**src/design/ptts_pkg.sv**
```systemverilog
// Shared constants, codes and controller/datapath interface types for the tick scheduler.
package ptts_pkg;

  localparam int MAX_TASKS_DEF   = 8;
  localparam int COUNT_WIDTH_DEF = 16;

  localparam int CMD_W  = 2;
  localparam int KIND_W = 2;
  localparam int ID_W   = 8;
  localparam int PRIO_W = 8;

  localparam logic [CMD_W-1:0] CMD_ADD   = 2'd0;
  localparam logic [CMD_W-1:0] CMD_START = 2'd1;
  localparam logic [CMD_W-1:0] CMD_TICK  = 2'd2;

  localparam logic [KIND_W-1:0] KIND_ADD   = 2'd0;
  localparam logic [KIND_W-1:0] KIND_START = 2'd1;
  localparam logic [KIND_W-1:0] KIND_TICK  = 2'd2;

  // controller -> datapath commands
  typedef struct packed {
    logic              add_wr;     // append input item to the table
    logic              resp_set;   // latch single-result response
    logic [KIND_W-1:0] resp_kind;
    logic              sort_init;  // i <= 0
    logic              rd_i;       // read entry i
    logic              hold_load;  // hold <= entry i, j <= i + 1
    logic              rd_j;       // read entry j
    logic              sort_cmp;   // compare hold with entry j, swap if needed, j++
    logic              sort_wb;    // write hold back to i, i++
    logic              tick_init;  // i <= 0, drop pending firing
    logic              tick_rd;    // read entry i
    logic              tick_eval;  // decrement, reload, report, i++
    logic              out_fin;    // push final tick result
    logic              out_resp;   // push latched response
  } ctrl_t;

  // datapath -> controller status
  typedef struct packed {
    logic sort_i_done;
    logic sort_j_done;
    logic tick_done;
    logic eval_stall;
    logic out_free;
  } stat_t;

endpackage

```
**src/design/ptts_ctrl.sv**
```systemverilog
// Sequencer for add, sort and tick walks of the scheduler table.
module ptts_ctrl (
  input  logic                       clk,
  input  logic                       rst,
  input  logic                       s_tvalid,
  output logic                       s_tready,
  input  logic [ptts_pkg::CMD_W-1:0] s_tuser,
  input  ptts_pkg::stat_t            stat,
  output ptts_pkg::ctrl_t            ctrl
);

  typedef enum logic [9:0] {
    ST_IDLE      = 10'b0000000001,
    ST_SORT_RDI  = 10'b0000000010,
    ST_SORT_LOAD = 10'b0000000100,
    ST_SORT_RDJ  = 10'b0000001000,
    ST_SORT_CMP  = 10'b0000010000,
    ST_SORT_WB   = 10'b0000100000,
    ST_TICK_RD   = 10'b0001000000,
    ST_TICK_EVAL = 10'b0010000000,
    ST_TICK_FIN  = 10'b0100000000,
    ST_RESP      = 10'b1000000000
  } state_t;

  state_t state, state_next;
  logic   accept;

  assign s_tready = (state == ST_IDLE);
  assign accept   = s_tvalid && s_tready;

  always_ff @(posedge clk) begin
    if (rst) begin
      state <= ST_IDLE;
    end else begin
      state <= state_next;
    end
  end

  always_comb begin
    state_next = state;
    ctrl       = '0;
    case (state)
      ST_IDLE: begin
        if (accept) begin
          case (s_tuser)
            ptts_pkg::CMD_ADD: begin
              ctrl.add_wr    = 1'b1;
              ctrl.resp_set  = 1'b1;
              ctrl.resp_kind = ptts_pkg::KIND_ADD;
              state_next     = ST_RESP;
            end
            ptts_pkg::CMD_START: begin
              ctrl.resp_set  = 1'b1;
              ctrl.resp_kind = ptts_pkg::KIND_START;
              ctrl.sort_init = 1'b1;
              state_next     = ST_SORT_RDI;
            end
            ptts_pkg::CMD_TICK: begin
              ctrl.tick_init = 1'b1;
              state_next     = ST_TICK_RD;
            end
            default: begin
              state_next = ST_IDLE; // unused command: no result
            end
          endcase
        end
      end
      ST_SORT_RDI: begin
        if (stat.sort_i_done) begin
          state_next = ST_RESP;
        end else begin
          ctrl.rd_i  = 1'b1;
          state_next = ST_SORT_LOAD;
        end
      end
      ST_SORT_LOAD: begin
        ctrl.hold_load = 1'b1;
        state_next     = ST_SORT_RDJ;
      end
      ST_SORT_RDJ: begin
        if (stat.sort_j_done) begin
          state_next = ST_SORT_WB;
        end else begin
          ctrl.rd_j  = 1'b1;
          state_next = ST_SORT_CMP;
        end
      end
      ST_SORT_CMP: begin
        ctrl.sort_cmp = 1'b1;
        state_next    = ST_SORT_RDJ;
      end
      ST_SORT_WB: begin
        ctrl.sort_wb = 1'b1;
        state_next   = ST_SORT_RDI;
      end
      ST_TICK_RD: begin
        if (stat.tick_done) begin
          state_next = ST_TICK_FIN;
        end else begin
          ctrl.tick_rd = 1'b1;
          state_next   = ST_TICK_EVAL;
        end
      end
      ST_TICK_EVAL: begin
        if (!stat.eval_stall) begin
          ctrl.tick_eval = 1'b1;
          state_next     = ST_TICK_RD;
        end
      end
      ST_TICK_FIN: begin
        if (stat.out_free) begin
          ctrl.out_fin = 1'b1;
          state_next   = ST_IDLE;
        end
      end
      ST_RESP: begin
        if (stat.out_free) begin
          ctrl.out_resp = 1'b1;
          state_next    = ST_IDLE;
        end
      end
      default: begin
        state_next = ST_IDLE;
      end
    endcase
  end

endmodule

```
**src/design/ptts_datapath.sv**
```systemverilog
// Task table memories, walk counters, sort hold register and result register.
module ptts_datapath #(
  parameter int MAX_TASKS   = ptts_pkg::MAX_TASKS_DEF,
  parameter int COUNT_WIDTH = ptts_pkg::COUNT_WIDTH_DEF
) (
  input  logic                        clk,
  input  logic                        rst,
  input  logic [47:0]                 s_tdata,
  input  ptts_pkg::ctrl_t             ctrl,
  output ptts_pkg::stat_t             stat,
  output logic                        m_tvalid,
  input  logic                        m_tready,
  output logic [15:0]                 m_tdata,
  output logic [ptts_pkg::KIND_W-1:0] m_tuser,
  output logic                        m_tlast
);

  localparam int CNT_W = $clog2(MAX_TASKS + 1);
  localparam int IDX_W = (MAX_TASKS > 1) ? $clog2(MAX_TASKS) : 1;
  localparam int ID_W  = ptts_pkg::ID_W;
  localparam int PR_W  = ptts_pkg::PRIO_W;
  localparam int CW    = COUNT_WIDTH;

  // table storage, no reset: only occupied entries are read
  logic [ID_W-1:0] id_mem  [MAX_TASKS];
  logic [PR_W-1:0] pr_mem  [MAX_TASKS];
  logic [CW-1:0]   per_mem [MAX_TASKS];
  logic [CW-1:0]   cnt_mem [MAX_TASKS];

  logic [ID_W-1:0] rd_id;
  logic [PR_W-1:0] rd_pr;
  logic [CW-1:0]   rd_per;
  logic [CW-1:0]   rd_cnt;

  logic [ID_W-1:0] h_id;
  logic [PR_W-1:0] h_pr;
  logic [CW-1:0]   h_per;
  logic [CW-1:0]   h_cnt;

  logic [CNT_W-1:0] count;
  logic [CNT_W-1:0] idx_i;
  logic [CNT_W-1:0] idx_j;

  logic             pend_valid;
  logic [ID_W-1:0]  pend_id;

  logic                        out_valid;
  logic [ptts_pkg::KIND_W-1:0] out_kind;
  logic                        out_acc;
  logic                        out_fired;
  logic [ID_W-1:0]             out_id;
  logic                        out_last;

  logic [ptts_pkg::KIND_W-1:0] resp_kind;
  logic                        resp_acc;

  logic             rd_en;
  logic [IDX_W-1:0] rd_addr;
  logic             wr_en;
  logic [IDX_W-1:0] wr_addr;
  logic [ID_W-1:0]  wr_id;
  logic [PR_W-1:0]  wr_pr;
  logic [CW-1:0]    wr_per;
  logic [CW-1:0]    wr_cnt;

  logic             full;
  logic             swap;
  logic [CW-1:0]    cnt_dec;
  logic             fire;
  logic             out_free;
  logic             push;
  logic [ptts_pkg::KIND_W-1:0] push_kind;
  logic             push_acc;
  logic             push_fired;
  logic [ID_W-1:0]  push_id;
  logic             push_last;

  assign full     = (count >= CNT_W'(MAX_TASKS));
  assign swap     = (h_pr > rd_pr);
  assign cnt_dec  = rd_cnt - CW'(1);
  assign fire     = (cnt_dec == '0);
  assign out_free = !out_valid || m_tready;

  assign stat.sort_i_done = ({1'b0, idx_i} + (CNT_W + 1)'(1)) >= {1'b0, count};
  assign stat.sort_j_done = (idx_j >= count);
  assign stat.tick_done   = (idx_i >= count);
  assign stat.eval_stall  = fire && pend_valid && !out_free;
  assign stat.out_free    = out_free;

  // memory port selection
  always_comb begin
    rd_en   = ctrl.rd_i || ctrl.rd_j || ctrl.tick_rd;
    rd_addr = ctrl.rd_j ? idx_j[IDX_W-1:0] : idx_i[IDX_W-1:0];

    wr_en   = 1'b0;
    wr_addr = idx_i[IDX_W-1:0];
    wr_id   = h_id;
    wr_pr   = h_pr;
    wr_per  = h_per;
    wr_cnt  = h_cnt;
    if (ctrl.add_wr) begin
      wr_en   = !full;
      wr_addr = count[IDX_W-1:0];
      wr_id   = s_tdata[7:0];
      wr_per  = CW'(s_tdata[23:8]);
      wr_cnt  = CW'(s_tdata[39:24]);
      wr_pr   = s_tdata[47:40];
    end else if (ctrl.sort_cmp) begin
      // old holder of position i moves to j
      wr_en   = swap;
      wr_addr = idx_j[IDX_W-1:0];
    end else if (ctrl.sort_wb) begin
      wr_en   = 1'b1;
    end else if (ctrl.tick_eval) begin
      wr_en   = 1'b1;
      wr_id   = rd_id;
      wr_pr   = rd_pr;
      wr_per  = rd_per;
      wr_cnt  = fire ? rd_per : cnt_dec;
    end
  end

  always_ff @(posedge clk) begin
    if (wr_en) begin
      id_mem[wr_addr]  <= wr_id;
      pr_mem[wr_addr]  <= wr_pr;
      per_mem[wr_addr] <= wr_per;
      cnt_mem[wr_addr] <= wr_cnt;
    end
    if (rd_en) begin
      rd_id  <= id_mem[rd_addr];
      rd_pr  <= pr_mem[rd_addr];
      rd_per <= per_mem[rd_addr];
      rd_cnt <= cnt_mem[rd_addr];
    end
  end

  // sort hold register: current holder of position i
  always_ff @(posedge clk) begin
    if (ctrl.hold_load || (ctrl.sort_cmp && swap)) begin
      h_id  <= rd_id;
      h_pr  <= rd_pr;
      h_per <= rd_per;
      h_cnt <= rd_cnt;
    end
  end

  always_ff @(posedge clk) begin
    if (rst) begin
      count <= '0;
    end else if (ctrl.add_wr && !full) begin
      count <= count + CNT_W'(1);
    end
  end

  always_ff @(posedge clk) begin
    if (ctrl.sort_init || ctrl.tick_init) begin
      idx_i <= '0;
    end else if (ctrl.sort_wb || ctrl.tick_eval) begin
      idx_i <= idx_i + CNT_W'(1);
    end
    if (ctrl.hold_load) begin
      idx_j <= idx_i + CNT_W'(1);
    end else if (ctrl.sort_cmp) begin
      idx_j <= idx_j + CNT_W'(1);
    end
  end

  always_ff @(posedge clk) begin
    if (ctrl.resp_set) begin
      resp_kind <= ctrl.resp_kind;
      resp_acc  <= ctrl.add_wr && !full;
    end
  end

  // the newest firing is held back until we know whether it is the last one
  always_ff @(posedge clk) begin
    if (rst) begin
      pend_valid <= 1'b0;
    end else if (ctrl.tick_init || ctrl.out_fin) begin
      pend_valid <= 1'b0;
    end else if (ctrl.tick_eval && fire) begin
      pend_valid <= 1'b1;
    end
    if (ctrl.tick_eval && fire) begin
      pend_id <= rd_id;
    end
  end

  always_comb begin
    push       = 1'b0;
    push_kind  = ptts_pkg::KIND_TICK;
    push_acc   = 1'b0;
    push_fired = 1'b0;
    push_id    = '0;
    push_last  = 1'b1;
    if (ctrl.tick_eval && fire && pend_valid) begin
      push       = 1'b1;
      push_fired = 1'b1;
      push_id    = pend_id;
      push_last  = 1'b0;
    end else if (ctrl.out_fin) begin
      push       = 1'b1;
      push_fired = pend_valid;
      push_id    = pend_valid ? pend_id : '0;
    end else if (ctrl.out_resp) begin
      push       = 1'b1;
      push_kind  = resp_kind;
      push_acc   = resp_acc;
    end
  end

  always_ff @(posedge clk) begin
    if (rst) begin
      out_valid <= 1'b0;
    end else if (push) begin
      out_valid <= 1'b1;
    end else if (m_tready) begin
      out_valid <= 1'b0;
    end
    if (push) begin
      out_kind  <= push_kind;
      out_acc   <= push_acc;
      out_fired <= push_fired;
      out_id    <= push_id;
      out_last  <= push_last;
    end
  end

  assign m_tvalid = out_valid;
  assign m_tdata  = {6'd0, out_id, out_fired, out_acc};
  assign m_tuser  = out_kind;
  assign m_tlast  = out_last;

endmodule

```
**src/design/periodic_task_tick_scheduler.sv**
```systemverilog
// Top level of the periodic task tick scheduler: controller plus datapath.
//
//  channel  dir  signals                      content (low bit up)
//  s        in   tvalid tready tdata tuser    tdata: task_id, period, first_delay,
//                                             priority_req; tuser: command
//  m        out  tvalid tready tdata tuser    tdata: accepted, fired, fired_task, 0;
//                tlast                        tuser: kind; tlast: last
//
// One item at a time; s_tready is high only while idle.
// Tick works through the n stored tasks over the one
// read port of the task table (read, then update, per entry).
// Start runs the exchange sort, walking the same port.
// A stalled m side holds the walk when a second firing needs the result register,
// and holds the final result of every item until that register frees up.
// rst is synchronous; it empties the table and drops any pending result.
module periodic_task_tick_scheduler #(
  parameter int MAX_TASKS   = ptts_pkg::MAX_TASKS_DEF,
  parameter int COUNT_WIDTH = ptts_pkg::COUNT_WIDTH_DEF
) (
  input  logic                        clk,
  input  logic                        rst,
  input  logic                        s_tvalid,
  output logic                        s_tready,
  input  logic [47:0]                 s_tdata,  // task_id, period, first_delay, priority_req
  input  logic [ptts_pkg::CMD_W-1:0]  s_tuser,  // command
  output logic                        m_tvalid,
  input  logic                        m_tready,
  output logic [15:0]                 m_tdata,  // accepted, fired, fired_task, zero fill
  output logic [ptts_pkg::KIND_W-1:0] m_tuser,  // kind
  output logic                        m_tlast
);

  ptts_pkg::ctrl_t ctrl;
  ptts_pkg::stat_t stat;

  ptts_ctrl u_ctrl (
    .clk      (clk),
    .rst      (rst),
    .s_tvalid (s_tvalid),
    .s_tready (s_tready),
    .s_tuser  (s_tuser),
    .stat     (stat),
    .ctrl     (ctrl)
  );

  ptts_datapath #(
    .MAX_TASKS   (MAX_TASKS),
    .COUNT_WIDTH (COUNT_WIDTH)
  ) u_datapath (
    .clk      (clk),
    .rst      (rst),
    .s_tdata  (s_tdata),
    .ctrl     (ctrl),
    .stat     (stat),
    .m_tvalid (m_tvalid),
    .m_tready (m_tready),
    .m_tdata  (m_tdata),
    .m_tuser  (m_tuser),
    .m_tlast  (m_tlast)
  );

endmodule
```
**config.mk**
```make
export PLATFORM = sky130hd
export DESIGN_NAME = periodic_task_tick_scheduler
export DESIGN_NICKNAME = d
export VERILOG_FILES = /design/src/design/ptts_pkg.sv /design/src/design/ptts_ctrl.sv /design/src/design/ptts_datapath.sv /design/src/design/periodic_task_tick_scheduler.sv
export SDC_FILE = /design/constraint.sdc
export NUM_CORES = 1
export LEC_CHECK = 0
export ABC_AREA = 1
export BUFFER_PORTS_ARGS = -buffer_cell sky130_fd_sc_hd__clkbuf_2
export CAP_MARGIN = 20
export CORE_ASPECT_RATIO = 0.75
export CORE_MARGIN = 5
export CORE_UTILIZATION = 45
export DETAILED_ROUTE_END_ITERATION = 10
export GPL_TIMING_DRIVEN = 1
export SLEW_MARGIN = 20
export SYNTH_ARGS = -nofsm -noshare
export SYNTH_HDL_FRONTEND = slang
export SYNTH_HIERARCHICAL = 1
export SYNTH_SLANG_ARGS = --single-unit
```
**constraint.sdc**
```tcl
create_clock -name clk -period 5.5 [get_ports clk]
set_input_delay 0 -clock clk [delete_from_list [all_inputs] [get_ports clk]]
set_output_delay 0 -clock clk [all_outputs]
set_load 0.02 [all_outputs]
```
Word level (Yosys, flattened, before mapping)
Memories as Yosys holds them, arrays and structs flattened. A register that Yosys moved wholly into a read port is not among the register bits.
Cells that the tools add are included.
{ "totals": {"n_memories": 4, "out_inout_bits": 21, "mem_bits_ro": 0, "regBits": 96, "input_bits": 54, "latchBits": 0, "ramBits": 384, "word_cells": 143} }
{ "classes": {"addsub": 5, "bitwise": 1, "n_div": 0, "magnitude_cmp": 5, "mul": 0, "n_reduce_logical": 27, "eq_ne": 15, "n_mux": 68, "n_shift": 0} }
{ "mem_list": {"columns": ["name", "depth", "width", "rd", "rd_ports_with_merged_regs", "wr", "line_no", "rtl"], "rows": [
  ["u_datapath.cnt_mem", 8, 16, 1, 1, 1, "ptts_datapath.sv:28", "logic [CW-1:0] cnt_mem [MAX_TASKS];"],
  ["u_datapath.per_mem", 8, 16, 1, 1, 1, "ptts_datapath.sv:27", "logic [CW-1:0] per_mem [MAX_TASKS];"],
  ["u_datapath.id_mem", 8, 8, 1, 1, 1, "ptts_datapath.sv:25", "logic [ID_W-1:0] id_mem [MAX_TASKS];"],
  ["u_datapath.pr_mem", 8, 8, 1, 1, 1, "ptts_datapath.sv:26", "logic [PR_W-1:0] pr_mem [MAX_TASKS];"]
]} }
{ "op_table": {"columns": ["operator", "count"], "rows": [
  ["16-bit 2-to-1 mux", 9],
  ["8-bit 2-to-1 mux", 11],
  ["10-bit case mux with 8 select lines", 1],
  ["10-bit 2-to-1 mux", 4],
  ["1-bit 2-to-1 mux", 32],
  ["10-bit case mux with 3 select lines", 1],
  ["16-bit logical NOT", 1],
  ["16-bit by 1-bit subtractor with 16-bit output, second input constant", 1],
  ["4-bit by 1-bit adder with 4-bit output, second input constant", 3],
  ["10-bit by 1-bit == test with 1-bit output, second input constant", 1],
  ["10-bit == test, second input constant", 1],
  ["10-bit by 2-bit == test with 1-bit output, second input constant", 1],
  ["10-bit by 3-bit == test with 1-bit output, second input constant", 1],
  ["10-bit by 4-bit == test with 1-bit output, second input constant", 1],
  ["10-bit by 5-bit == test with 1-bit output, second input constant", 1],
  ["10-bit by 6-bit == test with 1-bit output, second input constant", 1],
  ["10-bit by 7-bit == test with 1-bit output, second input constant", 1],
  ["10-bit by 8-bit == test with 1-bit output, second input constant", 1],
  ["10-bit by 9-bit == test with 1-bit output, second input constant", 1],
  ["5-bit 2-to-1 mux", 2],
  ["3-bit 2-to-1 mux", 3],
  ["9-bit 2-to-1 mux", 1],
  ["4-bit greater-or-equal comparator", 2],
  ["8-bit > comparator", 1],
  ["20 further kinds", 39]
]} }

Longest topological paths before layout
Gate-level depths: netlist of the first run.
{ "logic_depth": {"depth_word": 12, "mapped_depth": 22, "ltp_nobuf": 21} }

By module
The synthesis of the first run kept the hierarchy.
{ "modules_own_cells": {"columns": ["mod", "seq_area_each_um2", "cells_per_inst", "area_per_inst_um2", "instances"], "rows": [
  ["ptts_datapath", 15454.8, 1822, 21573.2, 1],
  ["ptts_ctrl", 200.2, 124, 773.2, 1]
]} }

Worst setup path after synthesis of the first run
No wires, ideal clock.
{ "synth_timing": {"kind": "reg-to-reg", "startpoint": "register u_datapath.rd_cnt[0], read port of u_datapath.cnt_mem", "endpoint": "memory u_datapath/cnt_mem[0][0] in the netlist's numbering, enable pin", "arrival_time_ps": 4311, "n_path_buf": 0, "setup_time_ps": 454, "period_less_slack_ps": 4765, "path_slack_ps": 735, "stages_incl_launch_ff": 21, "required_ps": 5046, "cell_sequence": "edfxtp_1 inv_1 ha_1 nand2_2 inv_1 nand2_1 nand2_1 inv_1 nand2_1 nor2_1 nand2_1 nor2_2 nand2_1 nor3_1 nor2_1 nor2_1 o21ai_0 nand2_1 nand2_1 nand2_1 nor2_1"} }
{ "synth_rtl": {"columns": ["element", "line_no", "rtl"], "rows": [
  ["start, declared", "ptts_datapath.sv:33", "logic [CW-1:0] rd_cnt;"],
  ["end, declared", "ptts_datapath.sv:28", null]
]} }

==> results of run 1 <==
## flip-flops by register name, summed over array words and instances (netlist names), 10 cells and up
signal	flops
u_datapath/h_per	16
u_ctrl/state	10
u_datapath/pr_mem	64
u_datapath/cnt_mem	128
u_datapath/rd_cnt	16
u_datapath/per_mem	128
u_datapath/id_mem	64
u_datapath/h_cnt	16
u_datapath/rd_per	16
## power by group through the flow
| stage | registers [mW] | logic (mW) | clock network [mW] |
|---|---|---|---|
| 2_1_floorplan | 4.54 | 0.218 | 0 |
| 3_3_place_gp | 4.54 | 0.335 | 0 |
| 3_5_place_dp | 4.54 | 0.340 | 0 |
| 4_1_cts | 4.46 | 0.367 | 3.68 |
| 5_1_grt | 4.46 | 0.407 | 3.85 |
| 6_report | 4.46 | 0.370 | 3.61 |
## final cells by class
| type | instances | area share, % |
|---|---|---|
| flip-flops and latches | 528 | 61.2 |
| multi-input cells | 1210 | 23.2 |
| well taps | 648 | 3.17 |
| repair buffers | 142 | 4.15 |
| inverters | 104 | 1.54 |
| clock inverters | 22 | 1.25 |
| clock buffers | 73 | 5.52 |
## cell families (layout without fill, tap and decap cells)
| family | Yosys count | in the layout | share of synthesized area, % |
|---|---|---|---|
| compound gates | 437 | 437 | 10.6 |
| fa+ha+maj | 26 | 26 | 1.46 |
| buf+inv | 213 | 341 | 3.96 |
| other cells | 2 | 7 | 0.0336 |
| xor+xnor | 5 | 5 | 0.196 |
| simple gates | 735 | 735 | 13.7 |
| flops | 528 | 528 | 70.1 |
## synthesized netlist by cell type (3+ instances only)
cell type / instances / area share (%)
nor2_4: 5 / 0.25
nor2_1: 453 / 7.6
a31oi_1: 49 / 1.4
o21ai_0: 210 / 4.7
inv_2: 3 / 0.050
clkbuf_1: 76 / 1.3
o22ai_1: 48 / 1.3
inv_1: 101 / 1.7
a21oi_2: 6 / 0.24
nor2_2: 18 / 0.50
o21a_1: 3 / 0.10
a21oi_1: 102 / 2.3
o21ai_1: 3 / 0.067
a21boi_1: 5 / 0.17
nand4_1: 4 / 0.11
buf_2: 15 / 0.34
buf_4: 14 / 0.47
o211ai_1: 5 / 0.17
nand2_2: 8 / 0.22
xnor2_1: 3 / 0.12
nand3b_1: 6 / 0.20
nand3_1: 50 / 1.1
a21boi_0: 4 / 0.13
nor3_1: 5 / 0.11
nand2_1: 172 / 2.9
ha_1: 26 / 1.5
edfxtp_1: 508 / 68
nand2_4: 3 / 0.15
dfxtp_1: 20 / 1.8
## worst max-delay path by stage
stage / start / endpoint / slack [ns]
final: u_datapath/rd_cnt[0] / u_datapath/per_mem[2][1] / 0.82
after global routing: u_datapath/rd_cnt[0] / u_datapath/pr_mem[7][0] / 0.49
after CTS: u_datapath/rd_cnt[0] / u_datapath/per_mem[0][0] / 0.93
after detailed placement: u_datapath/rd_cnt[0] / u_datapath/per_mem[3][1] / 0.95
after global placement: u_datapath/rd_cnt[0] / u_datapath/per_mem[0][0] / 1.15
after floorplan: u_datapath/rd_cnt[0] / u_datapath/cnt_mem[0][0] / 0.74
## worst max-delay path: stages, from the launching register on
cell and delay (ns):
edfxtp_1 0.44, inv_1 0.17, ha_1 0.27, nand2_2 0.15, nor2_1 0.19, nand2_1 0.08
nand2_1 0.06, nand2_1 0.10, nor3_2 0.61, nand2_1 0.21, nor3_1 0.24, nor2_1 0.16
inv_1 0.09, nor3_2 0.05, inv_2 0.33, buf_4 0.58, nand2_1 0.10, a21oi_1 0.55
## layer usage
layer,up-vias,GRT usage (%)
met5,-,1.80
met4,2,5.63
met1,7360,33.1
met2,573,31.8
met3,81,4.59
li1,7043,-
## placed cells by master (no fill, tap or decap), types with 18 or more instances in the layout
master	netlist	routed
nand3_1	50	50
dlygate4sd3_1	0	38
a31oi_1	49	49
nand2_1	172	170
clkbuf_1	76	19
nor2_1	453	444
edfxtp_1	508	508
o21ai_0	210	210
inv_1	101	98
clkbuf_2	0	68
nor2_2	18	18
dfxtp_1	20	20
clkbuf_16	0	53
buf_4	14	31
a21oi_1	102	102
ha_1	26	26
o22ai_1	48	48
## stage by stage
stage / power, mW / utilization, %
2_1_floorplan: 4.76 / -
3_3_place_gp: 4.88 / 47.9
3_5_place_dp: 4.88 / 47.9
4_1_cts: 8.50 / 52.2
5_1_grt: 8.71 / 52.3
6_report: 8.44 / 52.3
==> metrics.md, run 1 <==
| Metric | Value |
|---|---|
| Outcome | `finished, violations left` |
| Failing checks | `hold timing` |
| Hold Vio Cnt, Final | `5` |
| Layout net count | `2,118` |
| CP Launch Type | `flip-flop` |
| PD cells | `330 nW/um^2` |
| CP arrival | `5.00 ns` |
| Initial core utilization | `45.6%` |
| Post-synth EDFFs | `~500` |
| Setup ws final | `0.820 ns` |
| Die Height | `203 microns` |
| Reg-to-reg endpoint | `u_datapath/per_mem[2][1]` |
| GRT overflow | `0` |
| Average cell area after synthesis | `11.5 sq um` |
| P_leak | `8.99 nW` |
| Seq pwr share | `52.8%` |
| Pin count of the biggest net entering global routing | `97` |
| Top Layer Used | `met5` |
| Final Wtd Congestion | `0.898` |
| GRT Util Overall | `21.8%` |
| Die area | `54,300 sq um` |
| Antenna Nets Post-Route | `0` |
| Pins Over Slew Limit | `0` |
| Number of global-route vias before repair | `14,100` |
| NetSw | `1.75 mW` |
| # placed instances | `2,593` |
| Row cnt | `70` |
| Critical R2R Launch | `u_datapath/rd_cnt[0]` |
| Worst Tran Pin Value | `1.08 ns` |
| Synthesis-to-finish area growth | `14.5%` |
| Dpl hpwl | `36,200 microns` |
| Min Hold Slack | `-0.00365 ns` |
| Core Box Area | `between 40,000 and 50,000 sq um` |
| Worst-Skew Late Latency | `0.61 ns` |
| Gates resized, CTS repair | `0` |
| Worst min-delay path class | `input pin to flip-flop` |
| CP Class | `flip-flop to flip-flop` |
| Storage cell area | `approximately 16,000 sq um` |
| Fillcell total | `4,263` |
| Multi-input gate area | `5930 sq um` |
| PortBufs | `68` |
| Pre-CTS WS | `about 0.95 ns` |
| Nature of the critical path endpoint | `flip-flop` |
| 1st-pass router iterations | `5` |
| #FFs+latches synth | `528` |
| Clk slew on worst S/H paths | `0.06 ns` |
| Vias/cell | `about 5.5` |
| Ratio of cells with drive above 1 in the final layout | `a little under an eighth` |
| R2r worst-path depth | `17` |
| Met3 wire len | `5400 microns` |
| DRC | `0` |
| Clk root buf | `clkbuf_16` |
| Setup TNS | `0 ns` |
| Via count | `between 15,000 and 20,000` |
| Final period util | `85.1%` |
| Diode count | `0` |
| FMAX | `0.214 GHz` |
| # setup viols final | `0` |
| WL met1 | `27,400 microns` |
| Synth Flop Type | `edfxtp_1` |
| Syn. warnings | `6` |
| Number of max-cap violations | `0` |
| Sw Ratio | `between 20% and 30%` |
| Post-synthesis cell area | `22,300 sq um` |
| Internal | `roughly 6.7 mW` |
| Logic gate share of total power | `4.4%` |
| Hold depth | `3` |
| Post-CTS setup buffers | `0` |
| Starting DRT DRC Count | `1,411` |
| Initial antenna violation count | `0` |
| I/O Pins | `75` |
| First-pass GRT wire length | `89,500 microns` |
| Final Instance Count excl. Fillers | `2,727` |
| Endpoint, Worst Hold | `u_datapath/pr_mem[5][2]` |
| Netlist cell types | `43` |
| Sequential-to-total area share from yosys stat | `between 70% and 80%` |
| # H-tree levels | `2` |
| Placed Area | `23,400 sq um` |
| Finished layout cell area | `25,600 sq um` |
| Hold Crit Start | `s_tdata[42]` |
| VDD IR-drop max | `0.206 mV` |
| Crit-path max FO | `30` |
| CTS Buffer Depth | `3` |
| RSZ-0062 raised after global routing | `no` |
| Tmin final | `4.68 ns` |
| Met2 wire length | `25,600 microns` |
| Skew final | `between 0.03 and 0.04 ns` |
| Relative slew slack | `28.0%` |
| TritonCTS clock tree | `built` |
| Reg2reg setup slack | `0.82 ns` |
| Avg WL per Cell | `21.9 microns` |
| Hold_buf cts | `38` |
| Final wirelength | `about 60,000 microns` |
| Crit path required time | `5.82 ns` |
| Clock power frac | `42.8%` |
| CTS Sinks | `528` |
| Cells after synthesis | `1,946` |
| Die W | `267 microns` |
| CTS Buf Count | `52` |
| Asr flop ratio synth | `0%` |
Note: power is estimated with default switching activity, not from simulation.
==> inputs of run 2 (changes only) <==
CORE_UTILIZATION = 40   (was 45)
==> run 2 against run 1 <==
  * The run still ends with hold timing left
  * Clock-buffer cell count down 8
  * Non-clock buffer count down 11
  * Wire length down 4.0%
  * Clock power down 2%
  * Worst hold slack worse by 0.0059 ns
  * Core utilization down 6.4 points
  * Sequential share of layout area up 0.11 points
  * Global-route usage down 3.3 points
  * Maximum frequency down 1.8%
  * Flip-flop and latch count unchanged
  * Worst setup slack worse by 0.087 ns
  * Sequential power about the same
  * Critical endpoint is now u_datapath/id_mem[6][1]
  * Largest cell class unchanged
  * Highest routed layer is now met4
==> metrics.md, run 2 (same netlist as run 1, synthesis figures left out) <==
| Metric | Value |
|---|---|
| Outcome | `finished, violations left` |
| Failing checks | `hold timing` |
| Dpl hpwl | `33,800 microns (-6.6%)` |
| Pin count of the biggest net entering global routing | `74 (-24%)` |
| Setup ws final | `0.732 ns (-0.0873 ns)` |
| Post-CTS setup buffers | `0 (unchanged)` |
| Sw Ratio | `21.2% (+0.46 points)` |
| Critical R2R Launch | `u_datapath/rd_cnt[0]` |
| Final wirelength | `57,500 microns (-4.0%)` |
| Hold Crit Start | `s_tdata[16]` |
| CTS Buf Count | `51 (-1.9%)` |
| Final period util | `86.7% (+1.6 points)` |
| Worst-Skew Late Latency | `0.59 ns (-0.02 ns)` |
| GRT Util Overall | `18.5% (-3.3 points)` |
| NetSw | `1.78 mW (+1.3%)` |
| Row cnt | `75 (+7.1%)` |
| # H-tree levels | `2 (unchanged)` |
| Number of max-cap violations | `0 (unchanged)` |
| Ratio of cells with drive above 1 in the final layout | `11.4% (-0.019 points)` |
| Fillcell total | `5,019 (+18%)` |
| GRT overflow | `0 (unchanged)` |
| Synthesis-to-finish area growth | `14.3%` |
| Clk slew on worst S/H paths | `0.06 ns (about the same)` |
| CP Class | `flip-flop to flip-flop` |
| Core Box Area | `55,600 sq um (+14%)` |
| Clock power frac | `42.5% (-0.3 points)` |
| Gates resized, CTS repair | `0 (unchanged)` |
| Pre-CTS WS | `0.813 ns (-0.133 ns)` |
| First-pass GRT wire length | `87,800 microns (-1.9%)` |
| Worst min-delay path class | `input pin to flip-flop` |
| Starting DRT DRC Count | `1,424 (+0.92%)` |
| Worst Tran Pin Value | `0.961 ns (-0.116 ns)` |
| DRC | `0 (unchanged)` |
| Crit path required time | `5.80 ns (-0.02 ns)` |
| Antenna Nets Post-Route | `0 (unchanged)` |
| Hold_buf cts | `33 (-13%)` |
| Die area | `60,700 sq um (+12%)` |
| Setup TNS | `0 ns (unchanged)` |
| Min Hold Slack | `-0.00959 ns (-0.00594 ns)` |
| TritonCTS clock tree | `built` |
| VDD IR-drop max | `0.290 mV (+40%)` |
| Avg WL per Cell | `20.6 microns (-6.3%)` |
| P_leak | `8.92 nW (-0.84%)` |
| Number of global-route vias before repair | `14,200 (+0.64%)` |
| Internal | `6.59 mW (-1.4%)` |
| Most frequent cells in the layout | `508 x edfxtp_1, 444 x nor2_1, 210 x o21ai_0` |
| CP Launch Type | `flip-flop` |
| Layout net count | `2,106 (-0.57%)` |
| Vias/cell | `5.28 (-4.3%)` |
| Nature of the critical path endpoint | `flip-flop` |
| CTS Sinks | `528 (unchanged)` |
| Diode count | `0 (unchanged)` |
| Slowest CP cell | `nor3_2` |
| Storage cell area | `15,700 sq um (unchanged)` |
| Critical path cell sequence | `inv_1 > ha_1 > nand2_2 > nor2_1 > nand2_1 > nand2_1 > nand2_1 > nor3_2 > nand2_1 > nor3_1 > nor2_1 > inv_1 > nor3_2 > inv_2 > buf_4 > nand2_1 > a21oi_1` |
| Hold Vio Cnt, Final | `8 (+3)` |
| CTS Buffer Depth | `3 (unchanged)` |
| Die W | `283 microns (+5.8%)` |
| PortBufs | `68 (unchanged)` |
| Crit-path max FO | `32 (+6.7%)` |
| Die Height | `215 microns (+5.8%)` |
| Relative slew slack | `36.0% (+8.0 points)` |
| Regs by FF count | `u_datapath/cnt_mem: 128 flops, u_datapath/per_mem: 128 flops` |
| 1st-pass router iterations | `6 (+1)` |
| Via count | `14,800 (-1.9%)` |
| Initial antenna violation count | `0 (unchanged)` |
| Setup crit start | `u_datapath/rd_cnt[0]` |
| Multi-input gate area | `5930 sq um (about the same)` |
| Initial core utilization | `40.2% (-5.5 points)` |
| RSZ-0062 raised after global routing | `no` |
| Clk root buf | `clkbuf_16` |
| Skew final | `0.0222 ns (-0.00978 ns)` |
| Logic gate share of total power | `4.3% (about the same)` |
| I/O Pins | `75 (unchanged)` |
| # setup viols final | `0 (unchanged)` |
| CP most frequent cell | `nand2_1` |
| Pins Over Slew Limit | `0 (unchanged)` |
| Tmin final | `4.77 ns (+0.0873 ns)` |
| PD cells | `327 nW/um^2 (-0.68%)` |
| CP peak stage delay | `0.68 ns (+0.07 ns)` |
| Most common cell after layout, fill and taps aside | `edfxtp_1` |
| Final Wtd Congestion | `0.861 (-4.1%)` |
| Seq pwr share | `53.3% (+0.5 points)` |
| CP arrival | `5.07 ns (+0.07 ns)` |
| FMAX | `0.210 GHz (-1.8%)` |
==> run 2: metrics by stage <==
step                instances  utilization [%]  hold slack (ns)  instance area (sq um)  total power [mW]
global route             2796             45.9           0.0213                  25500              8.65
global placement         2671             42.3            0.347                  23500              4.87
floorplan                1951                -           0.0691                  22400              4.76
CTS                      2796             45.9          0.00110                  25500              8.44
detailed placement       2671             42.3            0.344                  23500              4.87
finish                   2796             45.9         -0.00959                  25500              8.36
==> run 2: metal layers <==
layer / wire length (microns) / global-route usage (%) / vias to the layer above
met4: 802 / 3.07 / 0
met3: 4700 / 4.14 / 63
li1: - / - / 7007
met2: 24900 / 28.2 / 493
met5: 0 / 0 / -
met1: 27000 / 27.7 / 7213
==> run 2: critical path, delay by kind of cell (launching register included) <==
| kind | cells | cell delay (ns) |
|---|---|---|
| flip-flops | 1 | 0.44 |
| adder cells (fa/ha/maj) | 1 | 0.27 |
| AO/OA/AOI/OAI | 1 | 0.51 |
| AND/OR/NAND/NOR | 11 | 2.07 |
| buffers and inverters | 4 | 1.19 |
==> run 2: final timing paths <==
kind | to | slack [ns] | cells after the start
setup / recovery | u_datapath/id_mem[6][1] | 0.73 | 17
hold / removal | u_datapath/per_mem[2][8] | -0.01 | 3
setup reg to reg | u_datapath/id_mem[6][1] | 0.73 | 17
hold reg to reg | u_datapath/h_pr[3] | 0.48 | 0
==> run 2: cell type report <==
type	instances	area share, %
Sequential cell	528	61.3
Multi-Input combinational cell	1210	23.2
Clock buffer	65	5.29
Timing Repair Buffer	131	3.75
Tap cell	731	3.58
Inverter	104	1.54
Clock inverter	27	1.31
==> run 2: power by group through the flow <==
stage          Clock [mW]  Sequential (mW)  Combinational (mW)
4_1_cts              3.63             4.45               0.357
3_5_place_dp            0             4.54               0.333
2_1_floorplan           0             4.54               0.218
3_3_place_gp            0             4.54               0.326
5_1_grt              3.80             4.45               0.398
6_report             3.55             4.45               0.356
==> inputs of run 3 (changes only) <==
CTS_BUF_LIST = sky130_fd_sc_hd__clkbuf_4   (was unset)
clock period = 5.07 ns   (was 5.5 ns; I/O delays follow)
==> run 3 against run 2 <==
  * The flow now finishes without violations
  * Flip-flop and latch count did not move
  * Register-to-register slack lost 0.23 ns
  * Clock-buffer cell count grew 129
  * Worst setup slack worse by 0.23 ns
  * Combinational power increased by 14%
  * Global-route usage increased by 1.1 points
  * Total power is 5.5% higher
  * Die area stayed put
  * Critical path depth up 1
  * Clock power about the same
==> metrics.md, run 3 (same netlist as run 1, synthesis figures left out) <==
| Metric | Value |
|---|---|
| Outcome | `finished clean` |
| Met1 usage | `29.1% (+1.3 points)` |
| Internal | `6.82 mW (+3.5%)` |
| Via count | `15,700 (+5.9%)` |
| Nature of the critical path endpoint | `flip-flop` |
| Delay-heaviest family, CP | `simple AND/OR/NAND/NOR gates` |
| # setup viols final | `0 (unchanged)` |
| CTS Sinks | `528 (unchanged)` |
| CP Launch Type | `flip-flop` |
| Sw Ratio | `22.7% (+1.5 points)` |
| Avg WL per Cell | `20.3 microns (-1.1%)` |
| Logic gate share of total power | `4.6% (+0.3 points)` |
| Synthesis-to-finish area growth | `15.8%` |
| GRT Util Overall | `19.5% (+1.1 points)` |
| Final Instance Count excl. Fillers | `2,970 (+6.2%)` |
| CP Buf/Inv Count | `5 (+1)` |
| TritonCTS clock tree | `built` |
| Grt met2 use | `28.2% (+0.073 points)` |
| Initial antenna violation count | `5 (+5)` |
| Vias/cell | `5.27 (-0.26%)` |
| Tmin final | `4.57 ns (-0.200 ns)` |
| Finished layout cell area | `25,900 sq um (+1.3%)` |
| # H-tree levels | `4 (+2)` |
| Final Wtd Congestion | `0.843 (-2.0%)` |
| Most frequent cells in the layout | `508 x edfxtp_1, 444 x nor2_1, 210 x o21ai_0` |
| Worst min-delay path class | `input pin to flip-flop` |
| CTS Buf Count | `131 (+160%)` |
| I/O Pins | `75 (unchanged)` |
| Storage cell area | `15,700 sq um (unchanged)` |
| Layout net count | `2,220 (+5.4%)` |
| PD cells | `341 nW/um^2 (+4.1%)` |
| Starting DRT DRC Count | `1,402 (-1.5%)` |
| Skew final | `0.0804 ns (+0.0582 ns)` |
| Regs by FF count | `u_datapath/cnt_mem: 128 flops, u_datapath/per_mem: 128 flops` |
| Placed Area | `23,600 sq um (+0.30%)` |
| RSZ-0062 raised after global routing | `no` |
| Initial core utilization | `40.2% (unchanged)` |
| CP peak stage delay | `0.65 ns (-0.03 ns)` |
| Pwr Total | `8.82 mW (+5.5%)` |
| Crit-path max FO | `16 (-50%)` |
| Final wirelength | `60,400 microns (+5.1%)` |
| Clk root buf | `clkbuf_4` |
| Clk slew on worst S/H paths | `0.07 ns (about the same)` |
| Ratio of cells with drive above 1 in the final layout | `17.1% (+5.7 points)` |
| Pins Over Slew Limit | `0 (unchanged)` |
| Antenna Nets Post-Route | `0 (unchanged)` |
| Hold Vio Cnt, Final | `0 (-8)` |
| Number of max-cap violations | `0 (unchanged)` |
| Number of global-route vias before repair | `15,400 (+8.4%)` |
| PortBufs | `68 (unchanged)` |
| # placed instances | `2,679 (+0.30%)` |
| DRC | `0 (unchanged)` |
| VDD IR-drop max | `0.130 mV (-55%)` |
| CP most frequent cell | `nand2_1` |
| First-pass GRT wire length | `92,400 microns (+5.2%)` |
| Gr busiest metal | `met1` |
| Relative slew slack | `31.6% (-4.3 points)` |
| Seq pwr share | `54.8% (+1.5 points)` |
| Grt met3 use | `5.53% (+1.4 points)` |
| Fillcell total | `5,032 (+0.26%)` |
| NetSw | `2.00 mW (+13%)` |
| Core Util, Final | `46.5% (+0.59 points)` |
| Multi-input gate area | `5930 sq um (unchanged)` |
| Slowest CP cell | `nor3_2` |
| Dpl hpwl | `36,000 microns (+6.5%)` |
| Worst-Skew Late Latency | `0.86 ns (+0.27 ns)` |
| Post-CTS setup buffers | `0 (unchanged)` |
| CTS Buffer Depth | `3 (unchanged)` |
| CP arrival | `5.14 ns (+0.07 ns)` |
| Core Box Area | `55,600 sq um (unchanged)` |
| Die W | `283 microns (unchanged)` |
| Final period util | `90.1% (+3.4 points)` |
| GRT overflow | `0 (unchanged)` |
| FMAX | `0.219 GHz (+4.4%)` |
| Setup TNS | `0 ns (unchanged)` |
| CP Class | `flip-flop to flip-flop` |
| Die area | `60,700 sq um (unchanged)` |
| Crit path required time | `5.64 ns (-0.16 ns)` |
| Most common cell after layout, fill and taps aside | `edfxtp_1` |
| Worst Tran Pin Value | `1.02 ns (+0.0613 ns)` |
| Row cnt | `75 (unchanged)` |
| 1st-pass router iterations | `5 (-1)` |
| Clock power frac | `40.6% (-1.9 points)` |
| Critical path cell sequence | `inv_1 > ha_1 > nand2_2 > nor2_1 > nand2_1 > nand2_1 > nand2_1 > nor3_2 > nand2_1 > nor3_1 > nor2_1 > inv_1 > nor3_2 > inv_2 > buf_4 > buf_4 > nand2_1 > a21oi_1` |
| Pin count of the biggest net entering global routing | `97 (+31%)` |
| P_leak | `9.27 nW (+3.9%)` |
| Die Height | `215 microns (unchanged)` |
==> run 3: cell count changes in the layout (fill, tap and decap cells not counted), sizes merged <==
cell	before	now
dlygate4sd3	33	59
inv	104	109
diode	0	1
clkinv	18	28
bufinv	6	2
buf	30	38
clkinvlp	3	2
clkbuf	133	262
==> run 3: power groups by stage <==
stage                     Clock [mW]  Combinational (mW)  Sequential [mW]
final                           3.58               0.406             4.83
after global routing            3.95               0.450             4.83
after CTS                       3.68               0.407             4.83
after detailed placement           0               0.364             4.93
after global placement             0               0.356             4.93
after floorplan                    0               0.237             4.93
==> run 3: area by class of cell <==
class	count	share of cell area, %
flip-flops and latches	528	60.5
multi-input cells	1210	22.9
inverters	104	1.52
well taps	731	3.54
clock buffers	194	5.63
diodes	1	0.00967
repair buffers	165	4.99
clock inverters	37	0.866
==> run 3: worst reg2reg max path, stage by stage, from the launching register on <==
cell and delay [ns]:
edfxtp_1 0.45, inv_1 0.18, ha_1 0.27, nand2_2 0.14, nor2_1 0.15, nand2_1 0.07
nand2_1 0.06, nand2_1 0.13, nor3_2 0.65, nand2_1 0.25, nor3_1 0.27, nor2_1 0.16
inv_1 0.09, nor3_2 0.05, inv_2 0.20, buf_4 0.27, buf_4 0.32, nand2_1 0.09
a21oi_1 0.54
==> run 3: per-stage QoR <==
| step | setup slack (ns) | hold slack (ns) |
|---|---|---|
| after floorplan | 0.305 | 0.0691 |
| after CTS | 0.602 | 0.0514 |
| final | 0.502 | 0.151 |
| after detailed placement | 0.587 | 0.345 |
| after global routing | 0.0725 | 0.105 |
| after global placement | 0.830 | 0.345 |
==> run 3: what timing repair did <==
| item | in CTS | in global routing |
|---|---|---|
| hold endpoints to repair | 411 | 0 |
| resized for setup | 0 | 0 |
| hold buffers | 59 | 0 |
==> run 3: path summary, 6_finish.rpt <==
kind / startpoint / to / slack [ns] / cells after the start
setup / recovery: u_datapath/rd_cnt[0] / u_datapath/pr_mem[0][2] / 0.50 / 18
hold / removal: s_tuser[0] / u_datapath/resp_kind[0] / 0.15 / 4
setup reg to reg: u_datapath/rd_cnt[0] / u_datapath/pr_mem[0][2] / 0.50 / 18
hold reg to reg: u_datapath/rd_cnt[1] / u_datapath/h_cnt[1] / 0.47 / 0
==> run 3: routing by layer <==
metal,share of wire (%),vias up
li1,-,7345
met1,47,7601
met2,43,624
met3,9.0,81
met4,1.5,4
met5,0.041,-
